## src/rtl/qrf_pkg.sv

```systemverilog
`timescale 1ns / 1ps
package qrf_pkg;

	localparam int MAX_MESSAGE = 4096;

	// Byte count saturates one above the largest message, so it must hold MAX_MESSAGE + 1.
	localparam int POS_W = $clog2(MAX_MESSAGE + 2);
	localparam int OFF_W = ($clog2(MAX_MESSAGE) > 12) ? $clog2(MAX_MESSAGE) : 12;
	localparam int SUM_W = 17;

	localparam logic ACT_BEGIN = 1'b0;
	localparam logic ACT_BYTE  = 1'b1;

	localparam logic [1:0] V_ACCEPT  = 2'd0;
	localparam logic [1:0] V_DISCARD = 2'd1;
	localparam logic [1:0] V_PROTO   = 2'd2;

	localparam logic [1:0] RS_SUCCESS = 2'd0;
	localparam logic [1:0] RS_REFUSED = 2'd1;
	localparam logic [1:0] RS_ABSENT  = 2'd2;

	localparam logic [7:0] QMUX_MARKER = 8'h01;
	localparam logic [7:0] QMUX_FLAGS  = 8'h80;
	localparam logic [7:0] CTL_FLAGS   = 8'h01;
	localparam logic [7:0] SVC_FLAGS   = 8'h02;
	localparam logic [7:0] RESULT_TLV  = 8'h02;
	localparam logic [7:0] CTL_SERVICE = 8'h00;

	localparam logic [3:0] HDR_LEN_CTL = 4'd12;
	localparam logic [3:0] HDR_LEN_SVC = 4'd13;
	localparam int HDR_BYTES = 13;

	typedef struct packed {
		logic        action;
		logic [7:0]  data_byte;
		logic        last;
		logic [7:0]  expect_service;
		logic [7:0]  expect_client;
		logic [15:0] expect_message;
		logic [15:0] expect_transaction;
		logic [7:0]  want_first;
		logic [7:0]  want_second;
	} in_item_t;

	typedef struct packed {
		logic [1:0]  verdict;
		logic [11:0] payload_length;
		logic [1:0]  result_state;
		logic [15:0] error_code;
		logic        first_found;
		logic [11:0] first_offset;
		logic [11:0] first_length;
		logic        second_found;
		logic [11:0] second_offset;
		logic [11:0] second_length;
	} out_item_t;

	typedef struct packed {
		logic [7:0]  service;
		logic [7:0]  client;
		logic [15:0] message;
		logic [15:0] transaction;
	} expect_t;

	typedef struct packed {
		logic        id_ok;
		logic [15:0] qmux_len;
		logic [15:0] tlv_len;
	} hdr_status_t;

	typedef struct packed {
		logic             well;
		logic             res_ok;
		logic [15:0]      res_status;
		logic [15:0]      res_code;
		logic             first_hit;
		logic [OFF_W-1:0] first_off;
		logic [11:0]      first_len;
		logic             second_hit;
		logic [OFF_W-1:0] second_off;
		logic [11:0]      second_len;
	} walk_status_t;

endpackage

```

## src/rtl/qrf_in_if.sv

```systemverilog
`timescale 1ns / 1ps
interface qrf_in_if;
	import qrf_pkg::*;

	logic     valid;
	logic     ready;
	in_item_t data;

	modport source (output valid, output data, input ready);
	modport sink (input valid, input data, output ready);
endinterface

```

## src/rtl/qrf_out_if.sv

```systemverilog
`timescale 1ns / 1ps
interface qrf_out_if;
	import qrf_pkg::*;

	logic      valid;
	logic      ready;
	out_item_t data;

	modport source (output valid, output data, input ready);
	modport sink (input valid, input data, output ready);
endinterface

```

## src/rtl/qrf_header.sv

```systemverilog
`timescale 1ns / 1ps
module qrf_header
	import qrf_pkg::*;
(
	input  logic        clk,
	input  logic        arst_n,
	input  logic        clear,
	input  logic        we,
	input  logic [3:0]  wr_pos,
	input  logic [7:0]  wr_byte,
	input  expect_t     expect_id,
	output hdr_status_t status
);

	logic [7:0] hdr_q [HDR_BYTES];
	logic [7:0] hdr_n [HDR_BYTES];
	logic       ctl;

	always_ff @(posedge clk or negedge arst_n) begin
		if (!arst_n) begin
			for (int i = 0; i < HDR_BYTES; i++) hdr_q[i] <= '0;
		end else if (clear) begin
			for (int i = 0; i < HDR_BYTES; i++) hdr_q[i] <= '0;
		end else if (we) begin
			for (int i = 0; i < HDR_BYTES; i++) begin
				if (wr_pos == 4'(i)) hdr_q[i] <= wr_byte;
			end
		end
	end

	// The checks look at the header including a byte written in this cycle.
	always_comb begin
		for (int i = 0; i < HDR_BYTES; i++) begin
			hdr_n[i] = (we && wr_pos == 4'(i)) ? wr_byte : hdr_q[i];
		end
	end

	assign ctl = (expect_id.service == CTL_SERVICE);

	always_comb begin
		status.qmux_len = {hdr_n[2], hdr_n[1]};
		status.id_ok = hdr_n[0] == QMUX_MARKER && hdr_n[3] == QMUX_FLAGS &&
			hdr_n[4] == expect_id.service && hdr_n[5] == expect_id.client;
		if (ctl) begin
			status.tlv_len = {hdr_n[11], hdr_n[10]};
			status.id_ok = status.id_ok && hdr_n[6] == CTL_FLAGS &&
				{hdr_n[9], hdr_n[8]} == expect_id.message &&
				hdr_n[7] == expect_id.transaction[7:0];
		end else begin
			status.tlv_len = {hdr_n[12], hdr_n[11]};
			status.id_ok = status.id_ok && hdr_n[6] == SVC_FLAGS &&
				{hdr_n[10], hdr_n[9]} == expect_id.message &&
				{hdr_n[8], hdr_n[7]} == expect_id.transaction;
		end
	end

endmodule

```

## src/rtl/qrf_tlv_walk.sv

```systemverilog
`timescale 1ns / 1ps
module qrf_tlv_walk
	import qrf_pkg::*;
(
	input  logic         clk,
	input  logic         arst_n,
	input  logic         clear,
	input  logic         en,
	input  logic [7:0]   in_byte,
	input  logic [7:0]   want_first,
	input  logic [7:0]   want_second,
	output walk_status_t status
);

	localparam logic [1:0] PH_TYPE   = 2'd0;
	localparam logic [1:0] PH_LEN_LO = 2'd1;
	localparam logic [1:0] PH_LEN_HI = 2'd2;
	localparam logic [1:0] PH_VALUE  = 2'd3;

	logic [1:0]       phase_q, phase_n;
	logic [15:0]      len_q, len_n;
	logic [15:0]      rem_q, rem_n;
	logic [OFF_W-1:0] off_q, off_n;
	logic [7:0]       type_q, type_n;
	logic             cap_q, cap_n;
	logic [2:0]       cidx_q, cidx_n;
	logic [7:0]       rv_q [4];
	logic [7:0]       rv_n [4];
	logic [1:0]       cnt_q [3];
	logic [1:0]       cnt_n [3];
	logic [OFF_W-1:0] moff_q [2];
	logic [OFF_W-1:0] moff_n [2];
	logic [11:0]      mlen_q [2];
	logic [11:0]      mlen_n [2];
	logic             rlen4_q, rlen4_n;
	logic [7:0]       want [2];

	assign want[0] = want_first;
	assign want[1] = want_second;

	always_comb begin
		phase_n = phase_q;
		len_n   = len_q;
		rem_n   = rem_q;
		off_n   = off_q;
		type_n  = type_q;
		cap_n   = cap_q;
		cidx_n  = cidx_q;
		rlen4_n = rlen4_q;
		for (int i = 0; i < 4; i++) rv_n[i] = rv_q[i];
		for (int i = 0; i < 3; i++) cnt_n[i] = cnt_q[i];
		for (int i = 0; i < 2; i++) begin
			moff_n[i] = moff_q[i];
			mlen_n[i] = mlen_q[i];
		end
		if (en) begin
			off_n = off_q + OFF_W'(1);
			unique case (phase_q)
				PH_TYPE: begin
					type_n  = in_byte;
					phase_n = PH_LEN_LO;
				end
				PH_LEN_LO: begin
					len_n   = {8'h00, in_byte};
					phase_n = PH_LEN_HI;
				end
				PH_LEN_HI: begin
					len_n  = {in_byte, len_q[7:0]};
					cap_n  = 1'b0;
					cidx_n = '0;
					for (int k = 0; k < 2; k++) begin
						if (type_q == want[k]) begin
							if (cnt_q[k] == 2'd0) begin
								moff_n[k] = off_q + OFF_W'(1);
								mlen_n[k] = len_n[11:0];
							end
							if (cnt_q[k] != 2'd2) cnt_n[k] = cnt_q[k] + 2'd1;
						end
					end
					// Only the first result TLV is captured; a second one voids it anyway.
					if (type_q == RESULT_TLV) begin
						cap_n = (cnt_q[2] == 2'd0);
						if (cnt_q[2] == 2'd0) rlen4_n = (len_n == 16'd4);
						if (cnt_q[2] != 2'd2) cnt_n[2] = cnt_q[2] + 2'd1;
					end
					rem_n   = len_n;
					phase_n = (len_n != 16'd0) ? PH_VALUE : PH_TYPE;
				end
				PH_VALUE: begin
					if (cap_q && !cidx_q[2]) rv_n[cidx_q[1:0]] = in_byte;
					if (!cidx_q[2]) cidx_n = cidx_q + 3'd1;
					rem_n = rem_q - 16'd1;
					if (rem_n == 16'd0) phase_n = PH_TYPE;
				end
				default: phase_n = PH_TYPE;
			endcase
		end
	end

	always_ff @(posedge clk or negedge arst_n) begin
		if (!arst_n) begin
			phase_q <= PH_TYPE;
			len_q   <= '0;
			rem_q   <= '0;
			off_q   <= '0;
			type_q  <= '0;
			cap_q   <= 1'b0;
			cidx_q  <= '0;
			rlen4_q <= 1'b0;
			for (int i = 0; i < 4; i++) rv_q[i] <= '0;
			for (int i = 0; i < 3; i++) cnt_q[i] <= '0;
			for (int i = 0; i < 2; i++) begin
				moff_q[i] <= '0;
				mlen_q[i] <= '0;
			end
		end else if (clear) begin
			phase_q <= PH_TYPE;
			len_q   <= '0;
			rem_q   <= '0;
			off_q   <= '0;
			type_q  <= '0;
			cap_q   <= 1'b0;
			cidx_q  <= '0;
			rlen4_q <= 1'b0;
			for (int i = 0; i < 4; i++) rv_q[i] <= '0;
			for (int i = 0; i < 3; i++) cnt_q[i] <= '0;
			for (int i = 0; i < 2; i++) begin
				moff_q[i] <= '0;
				mlen_q[i] <= '0;
			end
		end else begin
			phase_q <= phase_n;
			len_q   <= len_n;
			rem_q   <= rem_n;
			off_q   <= off_n;
			type_q  <= type_n;
			cap_q   <= cap_n;
			cidx_q  <= cidx_n;
			rlen4_q <= rlen4_n;
			for (int i = 0; i < 4; i++) rv_q[i] <= rv_n[i];
			for (int i = 0; i < 3; i++) cnt_q[i] <= cnt_n[i];
			for (int i = 0; i < 2; i++) begin
				moff_q[i] <= moff_n[i];
				mlen_q[i] <= mlen_n[i];
			end
		end
	end

	always_comb begin
		status.well       = (phase_n == PH_TYPE);
		status.res_ok     = (cnt_n[2] == 2'd1) && rlen4_n;
		status.res_status = {rv_n[1], rv_n[0]};
		status.res_code   = {rv_n[3], rv_n[2]};
		status.first_hit  = (cnt_n[0] == 2'd1);
		status.first_off  = moff_n[0];
		status.first_len  = mlen_n[0];
		status.second_hit = (cnt_n[1] == 2'd1);
		status.second_off = moff_n[1];
		status.second_len = mlen_n[1];
	end

endmodule

```

## src/rtl/qmi_response_filter_tlv_locator.sv

```systemverilog
`timescale 1ns / 1ps
// Channel | Dir | Word                                           | Handshake
// item    | in  | begin (expectations) or one message byte       | valid / ready
// result  | out | verdict, result TLV and two TLV places         | valid / ready
//
// Each word is held in the input register and is folded into the message
// state when it leaves it, so a word may be accepted in every cycle while the input does not stall.
// A result is registered once the word with last has passed the input register and been folded in.
// Reset clears the expectations and all per-message state.
// The input stalls only when the result register is full and not being taken.
module qmi_response_filter_tlv_locator
	import qrf_pkg::*;
(
	input  logic  clk,
	input  logic  arst_n,
	qrf_in_if.sink     item,
	qrf_out_if.source  result
);

	logic         v_s1;
	in_item_t     item_s1;
	logic         out_valid_q;
	out_item_t    out_data_q, out_n;
	expect_t      exp_q;
	logic [7:0]   want0_q, want1_q;
	logic [POS_W-1:0] pos_q, pos_n;
	logic         adv, proc, is_byte, step, in_hdr, clr;
	logic [3:0]   hlen;
	hdr_status_t  hdr;
	walk_status_t walk;
	logic         id_ok;

	assign adv        = !out_valid_q || result.ready;
	assign item.ready = !v_s1 || adv;
	assign proc       = v_s1 && adv;
	assign is_byte    = (item_s1.action == ACT_BYTE);
	assign hlen       = (exp_q.service == CTL_SERVICE) ? HDR_LEN_CTL : HDR_LEN_SVC;
	assign step       = (pos_q <= POS_W'(MAX_MESSAGE));
	assign in_hdr     = (pos_q < POS_W'(hlen));
	assign pos_n      = (proc && is_byte && step) ? pos_q + POS_W'(1) : pos_q;
	assign clr        = proc && (!is_byte || item_s1.last);

	always_ff @(posedge clk or negedge arst_n) begin
		if (!arst_n) begin
			v_s1 <= 1'b0;
		end else if (item.valid && item.ready) begin
			v_s1 <= 1'b1;
		end else if (adv) begin
			v_s1 <= 1'b0;
		end
	end

	always_ff @(posedge clk) begin
		if (item.valid && item.ready) item_s1 <= item.data;
	end

	always_ff @(posedge clk or negedge arst_n) begin
		if (!arst_n) begin
			exp_q   <= '0;
			want0_q <= '0;
			want1_q <= '0;
		end else if (proc && !is_byte) begin
			exp_q.service     <= item_s1.expect_service;
			exp_q.client      <= item_s1.expect_client;
			exp_q.message     <= item_s1.expect_message;
			exp_q.transaction <= item_s1.expect_transaction;
			want0_q           <= item_s1.want_first;
			want1_q           <= item_s1.want_second;
		end
	end

	always_ff @(posedge clk or negedge arst_n) begin
		if (!arst_n) begin
			pos_q <= '0;
		end else if (clr) begin
			pos_q <= '0;
		end else begin
			pos_q <= pos_n;
		end
	end

	qrf_header u_header (
		.clk       (clk),
		.arst_n    (arst_n),
		.clear     (clr),
		.we        (proc && is_byte && step && in_hdr),
		.wr_pos    (pos_q[3:0]),
		.wr_byte   (item_s1.data_byte),
		.expect_id (exp_q),
		.status    (hdr)
	);

	qrf_tlv_walk u_walk (
		.clk         (clk),
		.arst_n      (arst_n),
		.clear       (clr),
		.en          (proc && is_byte && step && !in_hdr),
		.in_byte     (item_s1.data_byte),
		.want_first  (want0_q),
		.want_second (want1_q),
		.status      (walk)
	);

	assign id_ok = (pos_n >= POS_W'(hlen)) && hdr.id_ok;

	always_comb begin
		out_n = '0;
		if (!id_ok) begin
			out_n.verdict = V_DISCARD;
		end else if (pos_n > POS_W'(MAX_MESSAGE)) begin
			out_n.verdict = V_PROTO;
		end else if (SUM_W'(hdr.qmux_len) + SUM_W'(1) != SUM_W'(pos_n) ||
				SUM_W'(hlen) + SUM_W'(hdr.tlv_len) != SUM_W'(pos_n)) begin
			out_n.verdict = V_PROTO;
		end else begin
			out_n.verdict        = V_ACCEPT;
			out_n.payload_length = hdr.tlv_len[11:0];
			if (walk.well && walk.res_ok) begin
				out_n.result_state = (walk.res_status == 16'd0) ? RS_SUCCESS : RS_REFUSED;
				out_n.error_code   = walk.res_code;
			end else begin
				out_n.result_state = RS_ABSENT;
			end
			if (walk.well && walk.first_hit) begin
				out_n.first_found  = 1'b1;
				out_n.first_offset = walk.first_off[11:0];
				out_n.first_length = walk.first_len;
			end
			if (walk.well && walk.second_hit) begin
				out_n.second_found  = 1'b1;
				out_n.second_offset = walk.second_off[11:0];
				out_n.second_length = walk.second_len;
			end
		end
	end

	always_ff @(posedge clk or negedge arst_n) begin
		if (!arst_n) begin
			out_valid_q <= 1'b0;
		end else if (proc && is_byte && item_s1.last) begin
			out_valid_q <= 1'b1;
		end else if (result.ready) begin
			out_valid_q <= 1'b0;
		end
	end

	always_ff @(posedge clk) begin
		if (proc && is_byte && item_s1.last) out_data_q <= out_n;
	end

	assign result.valid = out_valid_q;
	assign result.data  = out_data_q;

endmodule

```

## src/flat_wrapper.sv

```systemverilog
// flat-port wrapper written by rule: the top's interface ports become plain ports
module qmi_response_filter_tlv_locator_flat import qrf_pkg::*;
  (clk, arst_n, item_valid, item_data, item_ready, result_valid, result_data, result_ready);
  qrf_in_if item_i ();
  qrf_out_if result_i ();
  input  logic clk;
  input  logic arst_n;
  input wire logic [$bits(item_i.valid)-1:0] item_valid;
  input wire logic [$bits(item_i.data)-1:0] item_data;
  output wire logic [$bits(item_i.ready)-1:0] item_ready;
  output wire logic [$bits(result_i.valid)-1:0] result_valid;
  output wire logic [$bits(result_i.data)-1:0] result_data;
  input wire logic [$bits(result_i.ready)-1:0] result_ready;
  assign item_i.valid = item_valid;
  assign item_i.data = item_data;
  assign item_ready = item_i.ready;
  assign result_valid = result_i.valid;
  assign result_data = result_i.data;
  assign result_i.ready = result_ready;
  qmi_response_filter_tlv_locator u_core (.clk(clk), .arst_n(arst_n), .item(item_i), .result(result_i));
endmodule
```

## config.mk

```make
export PLATFORM = sky130hd
export DESIGN_NAME = qmi_response_filter_tlv_locator_flat
export DESIGN_NICKNAME = d
export VERILOG_FILES = /design/src/rtl/qrf_pkg.sv /design/src/rtl/qrf_in_if.sv /design/src/rtl/qrf_out_if.sv /design/src/rtl/qrf_header.sv /design/src/rtl/qrf_tlv_walk.sv /design/src/rtl/qmi_response_filter_tlv_locator.sv /design/src/flat_wrapper.sv
export SDC_FILE = /design/constraint.sdc
export NUM_CORES = 1
export LEC_CHECK = 0
export ABC_AREA = 1
export BUFFER_PORTS_ARGS = -buffer_cell sky130_fd_sc_hd__clkbuf_2
export CORE_ASPECT_RATIO = 1.25
export CORE_MARGIN = 8
export CORE_UTILIZATION = 47
export CTS_CLUSTER_DIAMETER = 200
export CTS_CLUSTER_SIZE = 12
export DETAILED_ROUTE_END_ITERATION = 8
export PLACE_DENSITY = 0.71
export SETUP_SLACK_MARGIN = 0.4
export SKIP_CTS_REPAIR_TIMING = 1
export SYNTH_ARGS = -nofsm -noshare
export SYNTH_HDL_FRONTEND = slang
export SYNTH_HIERARCHICAL = 1
export SYNTH_SLANG_ARGS = --single-unit
```

## constraint.sdc

```tcl
create_clock -name clk -period 5.9 [get_ports clk]
set_input_delay 0.295 -clock clk [delete_from_list [all_inputs] [get_ports clk]]
set_output_delay 0.295 -clock clk [all_outputs]
set_load 0.005 [all_outputs]
```

==> results by group, run 1 <==
Run status
  – Status: finished clean

Finish
  – Area of the multi-input gates: roughly 9500 um^2
  – Area occupied by registers: between 10,000 and 15,000 um^2
  – Layout cell share with drive strength beyond 1: 0.171
  – Fillers: approximately 4,500
  – Fin nets: between 3,000 and 4,000
  – Layout area overhead: 15.1%
  – Diodes inserted: 0

Routing
  – Via density per instance: slightly above 5
  – Final antenna-violating net count: 0
  – First-pass DRT Iterations: 6
  – WL/cell: 17.4 um
  – DRC Markers: 0
  – Vias: just under 20,000
  – Starting DRT DRC Count: 1,621
  – Routed WL: about 65 mm

Power and ir drop
  – Int Pwr: around 5.5 mW
  – Switching part of the total: 0.267
  – Power per cell area: around 270 nW/um^2
  – Switching power of the nets: 1.99 mW
  – Leakage: ~14 nW
  – Sequential Power Share: 0.510
  – Clock group share of total power: 0.366
  – Peak VDD IR: around 0.34 mV
  – Comb pwr share: 0.123

Timing
  – Slew margin rel.: 0.278
  – Fin Setup TNS: 0 ns
  – Final Hold Fails: 0
  – FMAX: 194 MHz
  – Final period util: 0.874
  – Crit path time final: between 5 and 6 ns
  – Unrepaired setup endpoints after global routing: false
  – Worst-Margin Slew: roughly 1.1 ns
  – Worst hold slack: about 0.058 ns
  – Fin Clk Skew: about 0.021 ns
  – Setup-failing EPs final: 0
  – Max-slew violations: 0

Placed design
  – Hpwl dp: roughly 46 mm
  – I/O Buffers: approximately 160
  – GP Congestion: 0.952

CTS
  – Sink Count: between 400 and 500
  – Clk buf depth: 3
  – H-tree depth: 2
  – CTS Buf Count: 45
  – CTS tree: done
  – Worst-Skew Late Latency: 0.59 ns
  – Root buffer cell: clkbuf_16
  – Clk slew on worst S/H paths: about 0.080 ns

Synthesis
  – Yosys reg bits: between 400 and 500
  – Post-synth EDFFs: roughly 160
  – Yosys cell types: 51
  – Syn_nets: 2,912
  – Mapped Area: approximately 24,000 um^2
  – Count leader, synth: nand2_1
  – Sequential share of the synthesized area: 0.526
  – Commonest cells in the netlist: nand2_1 (699), inv_1 (400), nor2_1 (376), dfrtp_1 (320), edfxtp_1 (156)
  – Mapped Avg Cell Area: ~8.6 um^2
  – Syn. warnings: 6
  – Post-synth top area cell: dfrtp_1
  – Synth top area share: 0.332
  – Most used DFF post-synth: dfrtp_1
  – Synth Instances: around 2,800
  – Async S/R FF share, synth: 0.672
  – Top cells by area, synth: dfrtp_1 (33%), edfxtp_1 (19%), nand2_1 (11%)

Global routing
  – Global Route Usage Sum: 0.215
  – Global route hottest layer: met2
  – Met3 Use GR: 0.0294
  – First-pass GRT wire length: 101 mm
  – GR Overflow Total: 0
  – M2 GR Usage: 0.368
  – Number of global-route vias before repair: ~19,000
  – Largest net degree at the start of global routing: 168
  – Initial antenna violation count: 0
  – GRT met1 Usage: 0.259

Floorplanning
  – Rows: between 90 and 100
  – # IOs: 162
  – Initial Util: 0.472
  – Die height: around 270 um
  – Core area: between 50,000 and 60,000 um^2
  – Die width: 219 um
  – Die ar.: about 60,000 um^2

Critical path
  – Largest stage delay, worst path: 0.48 ns
  – CP max-delay cell: dfrtp_2
  – WP data required: 6.32 ns
  – CP Max Fanout: 25
  – Setup crit end kind: register
  – Crit path launch type: register
  – Most frequent cell on the critical path: nor2_1
  – CP arrival: roughly 5.6 ns
  – CP Class: register to register

Flow run
  – Max Cap Viol: 0

Worst hold path
  – Min-delay worst type: primary input to register
cell type report:
class,count,share of cell area
tap,665,0.0300
inverter,422,0.0571
clock buffer,76,0.0470
multi-input combinational,1839,0.342
sequential,476,0.457
clock inverter,1,0.000315
timing repair buffer,268,0.0667
worst max-delay path, delay by kind of cell (launching register included):
| kind | cells | cell delay, ns |
|---|---|---|
| compound gates | 1 | 0.47 |
| fa+ha+maj | 1 | 0.18 |
| buf+inv | 4 | 0.74 |
| flops | 1 | 0.48 |
| simple gates | 22 | 3.09 |
routing by layer:
layer | vias up | wire, um
li1 | 9353 | -
met1 | 9261 | 26000
met2 | 570 | 32600
met3 | 169 | 3320
met4 | 0 | 3430
met5 | - | 0
path summary, 6_finish.rpt:
check                      cells after the start                    end  slack, ns                from
hold reg to reg                                1       u_core/exp_q[23]       0.47  u_core/item_s1[39]
max in group asynchronous                      3  u_core/u_walk/rv_q[1]       4.07              arst_n
setup / recovery                              28  u_core/result.data[2]       0.74     u_core/pos_q[0]
setup reg to reg                              28  u_core/result.data[2]       0.74     u_core/pos_q[0]
min in group asynchronous                      2            u_core/v_s1       0.34              arst_n
hold / removal                                 4            u_core/v_s1       0.06        result_ready
sequential cells by signal, indices dropped and copies added, names as in the netlist, 2 cells and up:
name                   cells
u_core/want0_q             8
u_core/u_walk/phase_q      2
u_core/u_walk/cidx_q       3
u_core/u_walk/rv_q        32
u_core/u_walk/mlen_q      24
u_core/u_walk/rem_q       16
u_core/item_s1            73
u_core/exp_q              48
u_core/want1_q             8
u_core/pos_q              13
u_core/u_header/hdr_q    104
u_core/result.data        82
u_core/u_walk/moff_q      24
u_core/u_walk/off_q       12
u_core/u_walk/cnt_q        6
u_core/u_walk/len_q        8
u_core/u_walk/type_q       8
cell usage in the layout (no fill, tap or decap), types with 28 or more instances in the layout:
cell type	n
clkbuf_16	48
o21ai_2	32
clkbuf_2	160
mux2_2	65
edfxtp_1	156
nor2_1	371
nor2_4	45
inv_1	399
dlygate4sd3_1	76
clkbuf_1	28
or2_2	37
nor2_2	28
dfrtp_1	319
nand2_1	697
o21ai_0	141
nand3_1	123
a21oi_1	60
power groups by stage:
stage          Clock (mW)  Sequential (mW)  Combinational (mW)
2_1_floorplan           0             3.79               0.576
6_report             2.73             3.80               0.918
3_3_place_gp            0             3.85               0.852
3_5_place_dp            0             3.86               0.867
4_1_cts              2.79             3.79               0.872
5_1_grt              2.91             3.82                1.02
metrics by stage:
stage	worst slack [ns]	instance area [um^2]	utilization	std cells	power, mW
final	0.743	27800	0.544	3747	7.44
after floorplan	1.28	24100	-	2815	4.36
after detailed placement	0.159	25600	0.501	3591	4.73
after CTS	0.130	26900	0.527	3668	7.46
after global routing	0.391	27800	0.544	3747	7.74
after global placement	0.445	25600	0.501	3591	4.70
logic make-up after synthesis:
group / after synthesis / share of synthesized area
AO/OA/AOI/OAI: 273 / 0.0636
XOR/XNOR: 28 / 0.0102
adder cells (fa/ha/maj): 19 / 0.00986
buffers and inverters: 500 / 0.0836
flip-flops: 476 / 0.526
multiplexers: 74 / 0.0341
AND/OR/NAND/NOR: 1445 / 0.272
Note: power is estimated with default switching activity, not from simulation.
==> inputs of run 2 (changes only) <==
Settings changed: CELL_PAD_IN_SITES_DETAIL_PLACEMENT from default to 2, CELL_PAD_IN_SITES_GLOBAL_PLACEMENT from default to 2, CORE_UTILIZATION 47 to 38, GPL_ROUTABILITY_DRIVEN from default to 0, PLACE_DENSITY 0.71 to 0.88.
==> results by group, run 2 (synthesized netlist as in run 1, its figures left out) <==
Run status
  – Status: finished clean

Critical path
  – Largest stage delay, worst path: approximately 0.45 ns
  – WP data required: roughly 6.4 ns
  – CP arrival: approximately 6.1 ns
  – Most frequent cell on the critical path: nand2_1
  – Crit path launch type: register
  – Worst reg2reg path depth: 29
  – CP Class: register to register
  – CP max-delay cell: dfrtp_2
  – Setup crit end kind: register
  – CP Max Fanout: 25

Floorplanning
  – Die width: around 240 um
  – Core area: about 63,000 um^2
  – Rows: approximately 100
  – # IOs: ~160
  – Die ar.: between 70,000 and 80,000 um^2
  – Die height: approximately 300 um
  – Initial Util: 0.383

Global routing
  – Global Route Usage Sum: 0.250
  – Largest net degree at the start of global routing: approximately 130
  – GR Overflow Total: 0
  – Initial antenna violation count: 2
  – First-pass GRT wire length: 140 mm
  – Number of global-route vias before repair: about 23,000

Timing
  – Final period util: 0.961
  – Slew margin rel.: 0.183
  – Crit path time final: about 5.7 ns
  – Setup-failing EPs final: 0
  – Max-slew violations: 0
  – Worst-Margin Slew: 1.22 ns
  – Unrepaired setup endpoints after global routing: false
  – FMAX: about 180 MHz
  – Final Hold Fails: 0
  – Fin Clk Skew: 0.0386 ns

Placed design
  – Hpwl dp: 63.5 mm
  – Count of placed standard cells including taps: 3,764
  – Placed Area: roughly 26,000 um^2
  – I/O Buffers: 161

Power and ir drop
  – Leakage: roughly 14 nW
  – Peak VDD IR: about 0.22 mV
  – Power per cell area: ~280 nW/um^2

Finish
  – Fin area: roughly 28,000 um^2
  – Diodes inserted: 0
  – Fin nets: between 3,000 and 4,000
  – Final Non-Filler Cells: about 3,900
  – Max reg flops: 104
  – Commonest non-fill, non-tap cell in the layout: nand2_1
  – Most frequent cells in the layout: nand2_1 (697), inv_1 (397), nor2_1 (370)
  – Layout cell share with drive strength beyond 1: 0.174
  – Biggest register: u_core/u_header/hdr_q
  – Layout area overhead: 16.4%

CTS
  – CTS tree: done
  – Clk slew on worst S/H paths: 0.07 ns
  – Sink Count: ~480
  – CTS Buf Count: 45
  – Worst-Skew Late Latency: roughly 0.63 ns
  – Clk buf depth: 3
  – Root buffer cell: clkbuf_16
  – H-tree depth: 2

Worst hold path
  – Hold Path Cell Cnt: 4
  – Min-delay worst type: primary input to register

Routing
  – Routed WL: roughly 100 mm
  – Starting DRT DRC Count: approximately 1,400
  – Final antenna-violating net count: 0
  – First-pass DRT Iterations: 5
  – WL/cell: around 26 um
  – DRC Markers: 0
  – Via density per instance: about 5.5
  – Vias: approximately 21,000

Flow run
  – Max Cap Viol: 0
-- run 2: cell count changes in the layout (fill, tap and decap cells not counted), moves of 2 or more --
cell and delta:
clkbuf_16 -2, o21ai_2 -4, inv_2 +2, buf_12 +3, inv_1 -2, o21ai_0 +5
mux2i_2 +3, mux2i_1 -3
-- run 2: final cells by class --
type | count | area, um^2
clock inverters | 3 | 37.5
fillers | 6806 | 35000
multi-input cells | 1840 | 9530
clock buffers | 74 | 1260
well taps | 840 | 1050
flip-flops and latches | 476 | 12700
inverters | 422 | 1590
repair buffers | 271 | 1910
-- run 2: routing by layer --
metal	routed length (um)	up-vias	track usage	part of all wire
met5	13	-	0	0.00013
met4	5490	2	0.109	0.054
met3	4310	291	0.0309	0.042
met2	52300	668	0.445	0.51
met1	39700	11200	0.298	0.39
li1	-	9310	-	-
-- run 2: critical path, delay by kind of cell (launching register included) --
family / cells / cell delay, ns
AND/OR/NAND/NOR: 22 / 3.38
buffers and inverters: 4 / 0.81
AO/OA/AOI/OAI: 1 / 0.25
flip-flops: 1 / 0.45
adder cells (fa/ha/maj): 1 / 0.18
multiplexers: 1 / 0.45
-- run 2: metrics by stage --
step | setup WS (ns) | power, mW | utilization | hold slack, ns | setup TNS [ns]
floorplan | 1.28 | 4.36 | - | -0.000591 | 0
global placement | 0.572 | 4.73 | 0.410 | 0.335 | 0
detailed placement | -0.0463 | 4.83 | 0.410 | 0.349 | -0.0598
CTS | -0.210 | 7.66 | 0.430 | -0.292 | -5.91
global route | 0.104 | 8.00 | 0.445 | 0.0607 | 0
finish | 0.227 | 7.76 | 0.445 | 0.0125 | 0
-- run 2: worst paths after layout --
check                                   start                      to  slack, ns
max                           u_core/pos_q[1]   u_core/result.data[1]       0.23
min in group asynchronous              arst_n        u_core/exp_q[43]       0.29
max in group asynchronous              arst_n  u_core/u_walk/rv_q[24]       4.28
min reg2reg                u_core/item_s1[20]         u_core/exp_q[4]       0.48
max reg2reg                   u_core/pos_q[1]   u_core/result.data[1]       0.23
min                              result_ready             u_core/v_s1       0.01
-- run 2: report_power, final --
part | internal, mW | switching, mW | total, mW
logic | 0.357 | 0.715 | 1.07
registers | 3.61 | 0.225 | 3.84
clock network | 1.46 | 1.39 | 2.85
total | 5.43 | 2.33 | 7.76
